$ cat src/hw/rtl/mzfc_pkg.sv
// Shared types and constants of the multi-zone fan curve controller.
`default_nettype none

package mzfc_pkg;

   // Field widths
   localparam int TEMP_W     = 12;
   localparam int EXT_W      = TEMP_W + 2;
   localparam int DUTY_W     = 8;
   localparam int PCT_W      = 7;
   localparam int ZONE_W     = 3;
   localparam int CSR_IDX_W  = 3;
   localparam int CSR_DATA_W = TEMP_W;

   // Curve arithmetic: den = r*r, num = min*d*d
   localparam int DEN_W       = 2 * TEMP_W;
   localparam int NUM_W       = DEN_W + DUTY_W;
   localparam int PCT_NUM_W   = DUTY_W + PCT_W;
   localparam int CURVE_STEPS = DUTY_W;
   localparam int PCT_STEPS   = PCT_W;

   localparam logic [DUTY_W-1:0] DUTY_FULL   = 8'd255;
   localparam logic [DUTY_W-1:0] PCT_DIVISOR = 8'd255;
   localparam logic [PCT_W-1:0]  PCT_SCALE   = 7'd100;

   // Zone codes
   localparam logic [ZONE_W-1:0] ZONE_BOARD  = 3'd0;
   localparam logic [ZONE_W-1:0] ZONE_SUPPLY = 3'd1;
   localparam logic [ZONE_W-1:0] ZONE_ROOM   = 3'd2;
   localparam logic [ZONE_W-1:0] ZONE_PI     = 3'd3;
   localparam logic [ZONE_W-1:0] ZONE_AMP    = 3'd4;
   localparam logic [ZONE_W-1:0] ZONE_PC     = 3'd5;

   // Register indexes
   localparam logic [CSR_IDX_W-1:0] CSR_THRESHOLD    = 3'd0;
   localparam logic [CSR_IDX_W-1:0] CSR_HYSTERESIS   = 3'd1;
   localparam logic [CSR_IDX_W-1:0] CSR_FAN_MIN_DUTY = 3'd2;
   localparam logic [CSR_IDX_W-1:0] CSR_TOP_MIN_DUTY = 3'd3;
   localparam logic [CSR_IDX_W-1:0] CSR_BOARD_HIGH   = 3'd4;
   localparam logic [CSR_IDX_W-1:0] CSR_SUPPLY_HIGH  = 3'd5;
   localparam logic [CSR_IDX_W-1:0] CSR_ROOM_HIGH    = 3'd6;
   localparam logic [CSR_IDX_W-1:0] CSR_AMP_HIGH     = 3'd7;

   // Register reset values
   localparam logic [TEMP_W-1:0] THRESHOLD_RST   = 12'd350;
   localparam logic [DUTY_W-1:0] HYSTERESIS_RST  = 8'd20;
   localparam logic [DUTY_W-1:0] FAN_MIN_RST     = 8'd77;
   localparam logic [DUTY_W-1:0] TOP_MIN_RST     = 8'd77;
   localparam logic [TEMP_W-1:0] BOARD_HIGH_RST  = 12'd600;
   localparam logic [TEMP_W-1:0] SUPPLY_HIGH_RST = 12'd600;
   localparam logic [TEMP_W-1:0] ROOM_HIGH_RST   = 12'd400;
   localparam logic [TEMP_W-1:0] AMP_HIGH_RST    = 12'd600;

   typedef struct packed {
      logic [ZONE_W-1:0]        zone;
      logic signed [TEMP_W-1:0] temperature;
      logic                     fan_running;
      logic                     load_on;
   } req_payload_type;

   typedef struct packed {
      logic [ZONE_W-1:0]        zone_out;
      logic signed [TEMP_W-1:0] temperature_out;
      logic                     has_fan;
      logic [DUTY_W-1:0]        duty;
      logic [PCT_W-1:0]         percent;
   } rsp_payload_type;

   typedef enum logic [2:0] {
      ST_IDLE,
      ST_EVAL,
      ST_MULT,
      ST_DIVIDE,
      ST_SUM,
      ST_PREP,
      ST_PERCENT,
      ST_DONE
   } fsm_state_type;

   typedef struct packed {
      logic start;
      logic pct_mode;
   } div_ctrl_type;

endpackage

`default_nettype wire

$ cat src/hw/rtl/multi_zone_fan_curve_controller_core.sv
// Top level of the multi-zone fan curve controller.
`default_nettype none

// Channel   | Handshake            | Payload
// ----------+----------------------+-------------------------------------------
// request   | req_valid/req_stall  | req_data: zone, temperature, flags
// response  | rsp_valid/rsp_stall  | rsp_data: zone, temperature, duty, percent
// csr write | csr_valid/csr_ready  | csr_index, csr_wdata
//
// One request at a time. A request that needs the quadratic curve passes through
// the bit-serial multiplier (squaring, then scaling), the restoring divider, and
// the same divider again for the percent figure. Without the curve only the
// percent division runs; an unknown zone or an unchanged temperature is dropped
// without a response.
// Reset (synchronous) clears the zone temperatures to zero and loads register
// defaults. A stalled response waits in the output register while the next
// request is already being worked on.

module multi_zone_fan_curve_controller_core #(
   parameter int ZONES = 6
) (
   input  logic                            clock,
   input  logic                            reset,
   input  logic                            req_valid,
   output logic                            req_stall,
   input  mzfc_pkg::req_payload_type       req_data,
   output logic                            rsp_valid,
   input  logic                            rsp_stall,
   output mzfc_pkg::rsp_payload_type       rsp_data,
   input  logic                            csr_valid,
   output logic                            csr_ready,
   input  logic [mzfc_pkg::CSR_IDX_W-1:0]  csr_index,
   input  logic [mzfc_pkg::CSR_DATA_W-1:0] csr_wdata
);
   import mzfc_pkg::*;

   localparam int ZIDX_W = $clog2(ZONES);
   localparam logic [ZONE_W:0] ZONE_LIMIT = (ZONE_W + 1)'(ZONES);

   function automatic logic signed [EXT_W-1:0] ext_temp(input logic [TEMP_W-1:0] v);
      ext_temp = $signed({{(EXT_W - TEMP_W){v[TEMP_W-1]}}, v});
   endfunction

   // Control registers
   logic [TEMP_W-1:0] threshold_ff;
   logic [DUTY_W-1:0] hysteresis_ff;
   logic [DUTY_W-1:0] fan_min_duty_ff;
   logic [DUTY_W-1:0] top_fan_min_duty_ff;
   logic [TEMP_W-1:0] board_high_ff;
   logic [TEMP_W-1:0] supply_high_ff;
   logic [TEMP_W-1:0] room_high_ff;
   logic [TEMP_W-1:0] amp_high_ff;

   // Last temperature of each zone
   logic [TEMP_W-1:0] store_ff [ZONES];

   fsm_state_type     state_ff, state_in;
   req_payload_type   item_ff;
   logic              has_fan_ff;
   logic [DUTY_W-1:0] min_sel_ff;
   logic [DUTY_W-1:0] duty_ff;
   logic [PCT_W-1:0]  percent_ff;
   logic              rsp_valid_ff, rsp_valid_in;
   rsp_payload_type   rsp_data_ff;

   // Evaluation of the captured request
   logic                    zone_ok;
   logic                    same_temp;
   logic [ZIDX_W-1:0]       zone_idx;
   logic [TEMP_W-1:0]       high_sel;
   logic [DUTY_W-1:0]       min_sel;
   logic                    fan_sel;
   logic                    curve_sel;
   logic [DUTY_W-1:0]       fixed_duty;
   logic signed [EXT_W-1:0] t_x, thr_x, hys_x, lo_x, hi_x, high_x, d_x, r_x;
   logic                    below_band, in_band, at_thr, below_high;

   // Sequencer controls
   logic         item_load, eval_load, store_we, mult_start;
   logic         sum_load, pct_load, rsp_load, rsp_free;
   div_ctrl_type div_ctrl;

   // Arithmetic units
   logic [NUM_W-1:0]     mult_num;
   logic [DEN_W-1:0]     mult_den;
   logic                 mult_done;
   logic [NUM_W-1:0]     div_num;
   logic [DEN_W-1:0]     div_den;
   logic [DUTY_W-1:0]    div_quo;
   logic                 div_done;
   logic [PCT_NUM_W-1:0] pct_num;
   logic [DUTY_W:0]      duty_sum;

   // ---------------------------------------------------------------- decode
   assign zone_idx  = item_ff.zone[ZIDX_W-1:0];
   assign zone_ok   = ({1'b0, item_ff.zone} < ZONE_LIMIT);
   assign same_temp = (store_ff[zone_idx] == item_ff.temperature);

   // pick the zone's full-duty temperature and running minimum
   always_comb begin
      high_sel = board_high_ff;
      min_sel  = fan_min_duty_ff;
      unique case (item_ff.zone) inside
         ZONE_SUPPLY: high_sel = supply_high_ff;
         ZONE_ROOM: begin
            high_sel = room_high_ff;
            min_sel  = top_fan_min_duty_ff;
         end
         ZONE_AMP: high_sel = amp_high_ff;
         default:  high_sel = board_high_ff;
      endcase
   end

   assign t_x    = ext_temp(item_ff.temperature);
   assign thr_x  = ext_temp(threshold_ff);
   assign hys_x  = $signed({{(EXT_W - DUTY_W){1'b0}}, hysteresis_ff});
   assign lo_x   = thr_x - hys_x;
   assign hi_x   = thr_x + hys_x;
   assign high_x = ext_temp(high_sel);
   assign d_x    = t_x - thr_x;
   assign r_x    = high_x - thr_x;

   assign below_band = (t_x < lo_x);
   assign in_band    = (t_x <= hi_x);
   assign at_thr     = (t_x <= thr_x);
   assign below_high = (t_x < high_x);

   // branch of the fan curve; exact threshold falls low, exact high gives full
   always_comb begin
      fan_sel    = 1'b1;
      curve_sel  = 1'b0;
      fixed_duty = '0;
      unique case (item_ff.zone) inside
         ZONE_BOARD, ZONE_AMP: begin
            if (below_band) begin
               fixed_duty = '0;
            end else if (in_band) begin
               fixed_duty = item_ff.fan_running ? fan_min_duty_ff : '0;
            end else if (below_high) begin
               curve_sel = 1'b1;
            end else begin
               fixed_duty = DUTY_FULL;
            end
         end
         ZONE_SUPPLY: begin
            if (at_thr) begin
               fixed_duty = item_ff.load_on ? fan_min_duty_ff : '0;
            end else if (below_high) begin
               curve_sel = 1'b1;
            end else begin
               fixed_duty = DUTY_FULL;
            end
         end
         ZONE_ROOM: begin
            if (at_thr) begin
               fixed_duty = '0;
            end else if (below_high) begin
               curve_sel = 1'b1;
            end else begin
               fixed_duty = DUTY_FULL;
            end
         end
         ZONE_PI, ZONE_PC: fan_sel = 1'b0;
         default:          fan_sel = 1'b0;
      endcase
   end

   // ------------------------------------------------------------- sequencer
   assign rsp_free = !rsp_valid_ff || !rsp_stall;

   always_comb begin
      state_in = state_ff;
      unique case (state_ff)
         ST_IDLE: begin
            if (req_valid) begin
               state_in = ST_EVAL;
            end
         end
         ST_EVAL: begin
            if (!zone_ok || same_temp) begin
               state_in = ST_IDLE;
            end else if (curve_sel) begin
               state_in = ST_MULT;
            end else begin
               state_in = ST_PREP;
            end
         end
         ST_MULT: begin
            if (mult_done) begin
               state_in = ST_DIVIDE;
            end
         end
         ST_DIVIDE: begin
            if (div_done) begin
               state_in = ST_SUM;
            end
         end
         ST_SUM:  state_in = ST_PREP;
         ST_PREP: state_in = ST_PERCENT;
         ST_PERCENT: begin
            if (div_done) begin
               state_in = ST_DONE;
            end
         end
         ST_DONE: begin
            if (rsp_free) begin
               state_in = ST_IDLE;
            end
         end
         default: state_in = ST_IDLE;
      endcase
   end

   always_comb begin
      req_stall         = 1'b1;
      item_load         = 1'b0;
      eval_load         = 1'b0;
      store_we          = 1'b0;
      mult_start        = 1'b0;
      div_ctrl.start    = 1'b0;
      div_ctrl.pct_mode = 1'b0;
      sum_load          = 1'b0;
      pct_load          = 1'b0;
      rsp_load          = 1'b0;
      unique case (state_ff)
         ST_IDLE: begin
            req_stall = 1'b0;
            item_load = 1'b1;
         end
         ST_EVAL: begin
            eval_load  = 1'b1;
            store_we   = zone_ok && !same_temp;
            mult_start = zone_ok && !same_temp && curve_sel;
         end
         ST_MULT:   div_ctrl.start = mult_done;
         ST_DIVIDE: ;
         ST_SUM:    sum_load = 1'b1;
         ST_PREP: begin
            div_ctrl.start    = 1'b1;
            div_ctrl.pct_mode = 1'b1;
         end
         ST_PERCENT: pct_load = div_done;
         ST_DONE:    rsp_load = rsp_free;
         default:    req_stall = 1'b1;
      endcase
   end

   always_ff @(posedge clock) begin
      if (reset) begin
         state_ff <= ST_IDLE;
      end else begin
         state_ff <= state_in;
      end
   end

   // ------------------------------------------------------------ arithmetic
   mzfc_curve_mult u_mult (
      .clock       (clock),
      .reset       (reset),
      .start       (mult_start),
      .span_d      (d_x[TEMP_W-1:0]),
      .span_r      (r_x[TEMP_W-1:0]),
      .min_duty    (min_sel),
      .numerator   (mult_num),
      .denominator (mult_den),
      .done        (mult_done)
   );

   // percent = floor(duty * 100 / 255) through the same divider
   assign pct_num = PCT_NUM_W'(duty_ff) * PCT_NUM_W'(PCT_SCALE);
   assign div_num = div_ctrl.pct_mode ? NUM_W'(pct_num) : mult_num;
   assign div_den = div_ctrl.pct_mode ? DEN_W'(PCT_DIVISOR) : mult_den;

   mzfc_divider u_div (
      .clock     (clock),
      .reset     (reset),
      .ctrl      (div_ctrl),
      .numerator (div_num),
      .divisor   (div_den),
      .quotient  (div_quo),
      .done      (div_done)
   );

   // min + quotient, saturated at full duty
   assign duty_sum = {1'b0, min_sel_ff} + {1'b0, div_quo};

   // ------------------------------------------------------------- datapath
   always_ff @(posedge clock) begin
      if (item_load) begin
         item_ff <= req_data;
      end
      if (eval_load) begin
         has_fan_ff <= fan_sel;
         min_sel_ff <= min_sel;
         duty_ff    <= fixed_duty;
      end else if (sum_load) begin
         duty_ff <= duty_sum[DUTY_W] ? DUTY_FULL : duty_sum[DUTY_W-1:0];
      end
      if (pct_load) begin
         percent_ff <= div_quo[PCT_W-1:0];
      end
   end

   // hold the last temperature of each zone; reset to zero
   always_ff @(posedge clock) begin
      if (reset) begin
         for (int i = 0; i < ZONES; i++) begin
            store_ff[i] <= '0;
         end
      end else if (store_we) begin
         store_ff[zone_idx] <= item_ff.temperature;
      end
   end

   // ------------------------------------------------------- response stage
   assign rsp_valid_in = rsp_load || (rsp_valid_ff && rsp_stall);

   always_ff @(posedge clock) begin
      if (reset) begin
         rsp_valid_ff <= 1'b0;
      end else begin
         rsp_valid_ff <= rsp_valid_in;
      end
   end

   always_ff @(posedge clock) begin
      if (rsp_load) begin
         rsp_data_ff.zone_out        <= item_ff.zone;
         rsp_data_ff.temperature_out <= item_ff.temperature;
         rsp_data_ff.has_fan         <= has_fan_ff;
         rsp_data_ff.duty            <= duty_ff;
         rsp_data_ff.percent         <= percent_ff;
      end
   end

   assign rsp_valid = rsp_valid_ff;
   assign rsp_data  = rsp_data_ff;

   // ------------------------------------------------------ register writes
   assign csr_ready = 1'b1;

   always_ff @(posedge clock) begin
      if (reset) begin
         threshold_ff        <= THRESHOLD_RST;
         hysteresis_ff       <= HYSTERESIS_RST;
         fan_min_duty_ff     <= FAN_MIN_RST;
         top_fan_min_duty_ff <= TOP_MIN_RST;
         board_high_ff       <= BOARD_HIGH_RST;
         supply_high_ff      <= SUPPLY_HIGH_RST;
         room_high_ff        <= ROOM_HIGH_RST;
         amp_high_ff         <= AMP_HIGH_RST;
      end else if (csr_valid && csr_ready) begin
         unique case (csr_index)
            CSR_THRESHOLD:    threshold_ff        <= csr_wdata;
            CSR_HYSTERESIS:   hysteresis_ff       <= csr_wdata[DUTY_W-1:0];
            CSR_FAN_MIN_DUTY: fan_min_duty_ff     <= csr_wdata[DUTY_W-1:0];
            CSR_TOP_MIN_DUTY: top_fan_min_duty_ff <= csr_wdata[DUTY_W-1:0];
            CSR_BOARD_HIGH:   board_high_ff       <= csr_wdata;
            CSR_SUPPLY_HIGH:  supply_high_ff      <= csr_wdata;
            CSR_ROOM_HIGH:    room_high_ff        <= csr_wdata;
            CSR_AMP_HIGH:     amp_high_ff         <= csr_wdata;
            default:          threshold_ff        <= threshold_ff;
         endcase
      end
   end

endmodule

`default_nettype wire

$ cat src/hw/rtl/mzfc_curve_mult.sv
// Bit-serial shift-add multiplier forming r*r and min*d*d for the fan curve.
`default_nettype none

module mzfc_curve_mult (
   input  logic                        clock,
   input  logic                        reset,
   input  logic                        start,
   input  logic [mzfc_pkg::TEMP_W-1:0] span_d,
   input  logic [mzfc_pkg::TEMP_W-1:0] span_r,
   input  logic [mzfc_pkg::DUTY_W-1:0] min_duty,
   output logic [mzfc_pkg::NUM_W-1:0]  numerator,
   output logic [mzfc_pkg::DEN_W-1:0]  denominator,
   output logic                        done
);
   import mzfc_pkg::*;

   localparam int CNT_W = $clog2(TEMP_W);
   localparam logic [CNT_W-1:0] SQ_LAST = CNT_W'(TEMP_W - 1);
   localparam logic [CNT_W-1:0] SC_LAST = CNT_W'(DUTY_W - 1);

   logic              busy_ff,     busy_in;
   logic              scale_ff,    scale_in;
   logic              done_ff,     done_in;
   logic [CNT_W-1:0]  cnt_ff,      cnt_in;
   logic [DEN_W-1:0]  dd_mcand_ff, dd_mcand_in;
   logic [TEMP_W-1:0] dd_mplr_ff,  dd_mplr_in;
   logic [DEN_W-1:0]  dd_acc_ff,   dd_acc_in;
   logic [DEN_W-1:0]  rr_mcand_ff, rr_mcand_in;
   logic [TEMP_W-1:0] rr_mplr_ff,  rr_mplr_in;
   logic [DEN_W-1:0]  rr_acc_ff,   rr_acc_in;
   logic [NUM_W-1:0]  n_mcand_ff,  n_mcand_in;
   logic [DUTY_W-1:0] mn_mplr_ff,  mn_mplr_in;
   logic [NUM_W-1:0]  n_acc_ff,    n_acc_in;
   logic              last_step;

   always_comb begin
      busy_in     = busy_ff;
      scale_in    = scale_ff;
      done_in     = 1'b0;
      cnt_in      = cnt_ff;
      dd_mcand_in = dd_mcand_ff;
      dd_mplr_in  = dd_mplr_ff;
      dd_acc_in   = dd_acc_ff;
      rr_mcand_in = rr_mcand_ff;
      rr_mplr_in  = rr_mplr_ff;
      rr_acc_in   = rr_acc_ff;
      n_mcand_in  = n_mcand_ff;
      mn_mplr_in  = mn_mplr_ff;
      n_acc_in    = n_acc_ff;
      last_step   = (cnt_ff == '0);
      if (start) begin
         busy_in     = 1'b1;
         scale_in    = 1'b0;
         cnt_in      = SQ_LAST;
         dd_mcand_in = DEN_W'(span_d);
         dd_mplr_in  = span_d;
         dd_acc_in   = '0;
         rr_mcand_in = DEN_W'(span_r);
         rr_mplr_in  = span_r;
         rr_acc_in   = '0;
         mn_mplr_in  = min_duty;
      end else if (busy_ff && !scale_ff) begin
         // square both spans, one multiplier bit a cycle
         if (dd_mplr_ff[0]) begin
            dd_acc_in = dd_acc_ff + dd_mcand_ff;
         end
         if (rr_mplr_ff[0]) begin
            rr_acc_in = rr_acc_ff + rr_mcand_ff;
         end
         dd_mcand_in = dd_mcand_ff << 1;
         dd_mplr_in  = dd_mplr_ff >> 1;
         rr_mcand_in = rr_mcand_ff << 1;
         rr_mplr_in  = rr_mplr_ff >> 1;
         cnt_in      = cnt_ff - 1'b1;
         if (last_step) begin
            scale_in   = 1'b1;
            cnt_in     = SC_LAST;
            n_mcand_in = NUM_W'(dd_acc_in);
            n_acc_in   = '0;
         end
      end else if (busy_ff) begin
         // scale d*d by the minimum duty
         if (mn_mplr_ff[0]) begin
            n_acc_in = n_acc_ff + n_mcand_ff;
         end
         n_mcand_in = n_mcand_ff << 1;
         mn_mplr_in = mn_mplr_ff >> 1;
         cnt_in     = cnt_ff - 1'b1;
         if (last_step) begin
            busy_in = 1'b0;
            done_in = 1'b1;
         end
      end
   end

   always_ff @(posedge clock) begin
      if (reset) begin
         busy_ff  <= 1'b0;
         scale_ff <= 1'b0;
         done_ff  <= 1'b0;
         cnt_ff   <= '0;
      end else begin
         busy_ff  <= busy_in;
         scale_ff <= scale_in;
         done_ff  <= done_in;
         cnt_ff   <= cnt_in;
      end
   end

   always_ff @(posedge clock) begin
      dd_mcand_ff <= dd_mcand_in;
      dd_mplr_ff  <= dd_mplr_in;
      dd_acc_ff   <= dd_acc_in;
      rr_mcand_ff <= rr_mcand_in;
      rr_mplr_ff  <= rr_mplr_in;
      rr_acc_ff   <= rr_acc_in;
      n_mcand_ff  <= n_mcand_in;
      mn_mplr_ff  <= mn_mplr_in;
      n_acc_ff    <= n_acc_in;
   end

   assign numerator   = n_acc_ff;
   assign denominator = rr_acc_ff;
   assign done        = done_ff;

endmodule

`default_nettype wire

$ cat src/hw/rtl/mzfc_divider.sv
// Restoring divider, one quotient bit a cycle, shared by curve and percent.
`default_nettype none

module mzfc_divider (
   input  logic                        clock,
   input  logic                        reset,
   input  mzfc_pkg::div_ctrl_type      ctrl,
   input  logic [mzfc_pkg::NUM_W-1:0]  numerator,
   input  logic [mzfc_pkg::DEN_W-1:0]  divisor,
   output logic [mzfc_pkg::DUTY_W-1:0] quotient,
   output logic                        done
);
   import mzfc_pkg::*;

   localparam int DVS_W = DEN_W + CURVE_STEPS - 1;
   localparam int CNT_W = $clog2(CURVE_STEPS);
   localparam logic [CNT_W-1:0] CURVE_LAST = CNT_W'(CURVE_STEPS - 1);
   localparam logic [CNT_W-1:0] PCT_LAST   = CNT_W'(PCT_STEPS - 1);

   logic              busy_ff, busy_in;
   logic              done_ff, done_in;
   logic [CNT_W-1:0]  cnt_ff,  cnt_in;
   logic [NUM_W-1:0]  rem_ff,  rem_in;
   logic [DVS_W-1:0]  dvs_ff,  dvs_in;
   logic [DUTY_W-1:0] quo_ff,  quo_in;
   logic              fits;
   logic [NUM_W-1:0]  rem_diff;

   assign fits     = (rem_ff >= NUM_W'(dvs_ff));
   assign rem_diff = rem_ff - NUM_W'(dvs_ff);

   always_comb begin
      busy_in = busy_ff;
      done_in = 1'b0;
      cnt_in  = cnt_ff;
      rem_in  = rem_ff;
      dvs_in  = dvs_ff;
      quo_in  = quo_ff;
      if (ctrl.start) begin
         busy_in = 1'b1;
         rem_in  = numerator;
         quo_in  = '0;
         if (ctrl.pct_mode) begin
            dvs_in = DVS_W'(divisor) << (PCT_STEPS - 1);
            cnt_in = PCT_LAST;
         end else begin
            dvs_in = DVS_W'(divisor) << (CURVE_STEPS - 1);
            cnt_in = CURVE_LAST;
         end
      end else if (busy_ff) begin
         if (fits) begin
            rem_in = rem_diff;
         end
         quo_in = {quo_ff[DUTY_W-2:0], fits};
         dvs_in = dvs_ff >> 1;
         cnt_in = cnt_ff - 1'b1;
         if (cnt_ff == '0) begin
            busy_in = 1'b0;
            done_in = 1'b1;
         end
      end
   end

   always_ff @(posedge clock) begin
      if (reset) begin
         busy_ff <= 1'b0;
         done_ff <= 1'b0;
         cnt_ff  <= '0;
      end else begin
         busy_ff <= busy_in;
         done_ff <= done_in;
         cnt_ff  <= cnt_in;
      end
   end

   always_ff @(posedge clock) begin
      rem_ff <= rem_in;
      dvs_ff <= dvs_in;
      quo_ff <= quo_in;
   end

   assign quotient = quo_ff;
   assign done     = done_ff;

endmodule

`default_nettype wire
$ cat config.mk
export PLATFORM = sky130hd
export DESIGN_NAME = multi_zone_fan_curve_controller_core
export DESIGN_NICKNAME = d
export VERILOG_FILES = /design/src/hw/rtl/mzfc_pkg.sv /design/src/hw/rtl/multi_zone_fan_curve_controller_core.sv /design/src/hw/rtl/mzfc_curve_mult.sv /design/src/hw/rtl/mzfc_divider.sv
export SDC_FILE = /design/constraint.sdc
export NUM_CORES = 1
export LEC_CHECK = 0
export ABC_AREA = 1
export BUFFER_PORTS_ARGS = -buffer_cell sky130_fd_sc_hd__buf_2
export CORE_UTILIZATION = 45
export CTS_BUF_LIST = sky130_fd_sc_hd__clkbuf_2 sky130_fd_sc_hd__clkbuf_4 sky130_fd_sc_hd__clkbuf_8
export CTS_CLUSTER_DIAMETER = 30
export DETAILED_ROUTE_END_ITERATION = 7
export GPL_TIMING_DRIVEN = 0
export SYNTH_ARGS = -nofsm -noshare
export SYNTH_HDL_FRONTEND = slang
export SYNTH_SLANG_ARGS = --single-unit
$ cat constraint.sdc
create_clock -name clock -period 6.4 [get_ports clock]
set_input_delay 0.64 -clock clock [delete_from_list [all_inputs] [get_ports clock]]
set_output_delay 0.64 -clock clock [all_outputs]
set_load 0.02 [all_outputs]
==> flow_metrics.env <==
export IMPL_syn_to_final_growth_pct=14.4
export IMPL_first_pass_iters=7
export IMPL_synth_top_cell_area_share=0.349
export IMPL_multiInputGateArea_mm2=0.0142
export IMPL_grt_usage=0.259
export IMPL_rows=94
export IMPL_place_gp_congestion=0.941
export IMPL_synth_top_family_by_area="simple AND/OR/NAND/NOR gates"
export IMPL_ys_flop_type="edfxtp_1"
export IMPL_die_w_um=261
export IMPL_drc=0
export IMPL_synth_simple_gate_area_share=0.190
export IMPL_drive_gt1_frac=0.0911
export IMPL_clk_pin_slew_ns=0.06
export IMPL_fillers=6390
export IMPL_synth_seq_cells=534
export IMPL_ant_nets=0
export IMPL_seq_area_frac_synth=0.471
export IMPL_io_pins=71
export IMPL_slew_headroom=0.215
export IMPL_min_period_over_period=0.920
export IMPL_regArea_mm2=0.0142
export IMPL_cp_start_kind="flop"
export IMPL_slew_violations=0
export IMPL_hp_class="in -> reg"
export IMPL_cts_made_buffers=116
export IMPL_io_buffers=64
export IMPL_post_route_util=0.522
export IMPL_postSynthCellCount=3586
export IMPL_clockBufferDepth=3
export IMPL_cp_top_family="simple AND/OR/NAND/NOR gates"
export IMPL_syn_area_mm2=0.0302
export IMPL_dieArea_mm2=0.0681
export IMPL_synth_async_reset_ratio=0
export IMPL_die_h_um=261
export IMPL_fmax_mhz=170
export IMPL_path_common_cell="nand2_1"
export IMPL_synth_xor_area_share=0.0270
export IMPL_hold_ws_ns=0.0916
export IMPL_arrival_ns=6.23
export IMPL_drtIter0Drc=1993
export IMPL_synth_avg_cell_area_um2=8.42
export IMPL_synth_compound_area_frac=0.150
export IMPL_hold_viol_final=0
export IMPL_vdd_drop_max_mv=0.238
export IMPL_cts_root_buf="clkbuf_8"
export IMPL_htree_levels=3
export IMPL_synth_edf_count=351
export IMPL_path_cells="inv_1 -> fa_1 -> o31ai_1 -> a21oi_1 -> o21ai_0 -> nand3_1 -> nand2_1 -> nand2_1 -> nand2_1 -> nand3_1 -> ha_1 -> nand2_1 -> nor4_1 -> nand4_1 -> o22a_1 -> nand2_1 -> inv_1 -> nand4_1 -> nand2_1 -> nand2_1 -> buf_4 -> buf_6 -> o21ai_1 -> nor2_4"
export IMPL_slowest_delay_ns=0.59
export IMPL_clock_latency_ns=0.74
export IMPL_synthMuxAreaShare=0
export IMPL_pre_cts_ws_ns=0.476
export IMPL_grt_overflow=0
export IMPL_dp_hpwl_mm=66.8
export IMPL_power_density_mw_per_mm2=446
export IMPL_grt_pass1_wl_mm=135
export IMPL_coreArea_mm2=0.0661
export IMPL_final_nets=4067
export IMPL_wl_per_cell_um=18.5
export IMPL_layout_setup_ws_ns=0.510
export IMPL_cp_slowest_cell="nor2_4"
export IMPL_synth_area_top_cells="edfxtp_1 (35%), dfxtp_1 (12%), nand2_1 (9.2%)"
export IMPL_crit_required_ns=6.74
export IMPL_cts_tree="built"
export IMPL_synth_fa_ha_area_frac=0.100
export IMPL_cp_max_fo=16
export IMPL_start_util=0.457
export IMPL_vias=25500
export IMPL_cp_end_kind="flop"
export IMPL_worst_pin_slew_ns=1.17
export IMPL_first_global_vias=24200
export IMPL_yosys_area_top_type="edfxtp_1"
export IMPL_routed_wl_mm=88.1
export IMPL_synth_distinct_cells=58
export IMPL_period_needed_ns=5.89
export IMPL_cts_sinks=534
export IMPL_rsz0062_at_grt="false"
export IMPL_finalSetupViolations=0
export IMPL_critPathKind="reg -> reg"
export IMPL_cap_violations=0
export IMPL_antenna_found_initial=3
export IMPL_status="completed"
export IMPL_crit_buf_inv=4
export IMPL_p_leak_nw=15.0
export IMPL_vias_per_cell=5.35
export IMPL_clock_skew_ns=0.0447
export IMPL_grt_max_degree=38
export IMPL_yosys_warnings=0
==> per-stage QoR <==
stage	cell area (um2)	instances	TNS, ns	total power (W)
global placement	31700	4537	-50.78	0.0110
finish	34500	4762	0	0.0154
detailed placement	31800	4541	0	0.0111
floorplan	30300	3609	0	0.00925
global route	34500	4762	0	0.0165
CTS	34500	4760	0	0.0154
==> cells in the final DEF, fill, tap and decap left out, types with 72 or more instances in the layout <==
master,count
a21oi_1,313
buf_2,89
edfxtp_1,351
o21ai_0,311
nand3_1,110
nor2_1,465
dfxtp_1,183
clkbuf_8,125
nand2_1,740
inv_1,349
clkbuf_1,72
ha_1,222
==> flip-flops by register name, indices dropped and copies added (netlist names), 12 cells and up, named ones only <==
signal,count
threshold_ff,12
u_mult.rr_mcand_ff,24
u_mult.dd_mplr_ff,12
board_high_ff,12
rsp_data,31
u_div.dvs_ff,31
u_mult.dd_acc_ff,24
u_mult.rr_mplr_ff,12
room_high_ff,12
amp_high_ff,12
u_mult.dd_mcand_ff,24
u_mult.numerator,32
u_div.rem_ff,32
item_ff,14
u_mult.n_mcand_ff,32
store_ff,96
u_mult.denominator,24
supply_high_ff,12
==> where the power goes <==
part | internal (W) | switching [W] | leakage [nW]
registers | 0.00456 | 0.000525 | 4.81
clock network | 0.00263 | 0.00167 | 1.40
logic | 0.00205 | 0.00395 | 8.76
total | 0.00924 | 0.00615 | 15.0
==> repair_timing <==
action,in CTS,in global routing
hold buffers,0,0
resized for setup,0,1
endpoints found under the setup margin,0,32
buffers inserted,0,0
==> Yosys cell counts (all sizes together) (5+ instances only) <==
| cell type | number |
|---|---|
| nor4 | 11 |
| xor2 | 70 |
| fa | 12 |
| a21boi | 8 |
| edfxtp | 351 |
| o211ai | 38 |
| a211oi | 14 |
| nand2 | 745 |
| nand4 | 36 |
| nor3 | 20 |
| a21oi | 315 |
| a22oi | 5 |
| clkbuf | 73 |
| o31ai | 5 |
| buf | 41 |
| inv | 357 |
| clkinv | 9 |
| nand3b | 5 |
| xnor2 | 23 |
| o21a | 23 |
| o21bai | 15 |
| or2 | 23 |
| nand3 | 111 |
| o21ai | 325 |
| ha | 222 |
| nor2 | 470 |
| a31oi | 23 |
| o221ai | 6 |
| o22ai | 14 |
| dfxtp | 183 |
| a21o | 12 |
==> cell families (layout without fill, tap and decap cells) <==
logic type | count (synthesis) | count (layout)
other cells | 2 | 26
xor+xnor | 93 | 93
compound gates | 818 | 818
fa+ha+maj | 234 | 234
simple gates | 1425 | 1426
flops | 534 | 534
buf+inv | 480 | 767
==> area by class of cell <==
class                   count  area share
well taps                 864      0.0313
inverters                 366      0.0398
clock inverters            76      0.0253
multi-input cells        2596       0.413
diodes                      1   0.0000725
repair buffers             68      0.0116
flip-flops and latches    534       0.411
clock buffers             143      0.0537
plain buffers             114      0.0142
==> final timing paths <==
kind / end / slack [ns] / from / cells past startpoint
worst max-delay path: u_mult.n_mcand_ff[1]$_DFFE_PP_ / 0.51 / threshold_ff[1]$_SDFFE_PP1P_ / 24
worst max register to register: u_mult.n_mcand_ff[1]$_DFFE_PP_ / 0.51 / threshold_ff[1]$_SDFFE_PP1P_ / 24
worst min register to register: rsp_data[6]$_DFFE_PP_ / 0.42 / percent_ff[6]$_DFFE_PP_ / 0
worst min-delay path: item_ff[7]$_DFFE_PN_ / 0.09 / req_data[7] / 1
==> per-layer routing <==
| metal | vias up | share of wire | global-route usage |
|---|---|---|---|
| li1 | 12600 | - | - |
| met1 | 11900 | 0.44 | 0.334 |
| met2 | 764 | 0.46 | 0.427 |
| met3 | 181 | 0.060 | 0.0490 |
| met4 | 4 | 0.037 | 0.103 |
| met5 | - | 0.00031 | 0 |
Power figures use the tool's default switching activity.
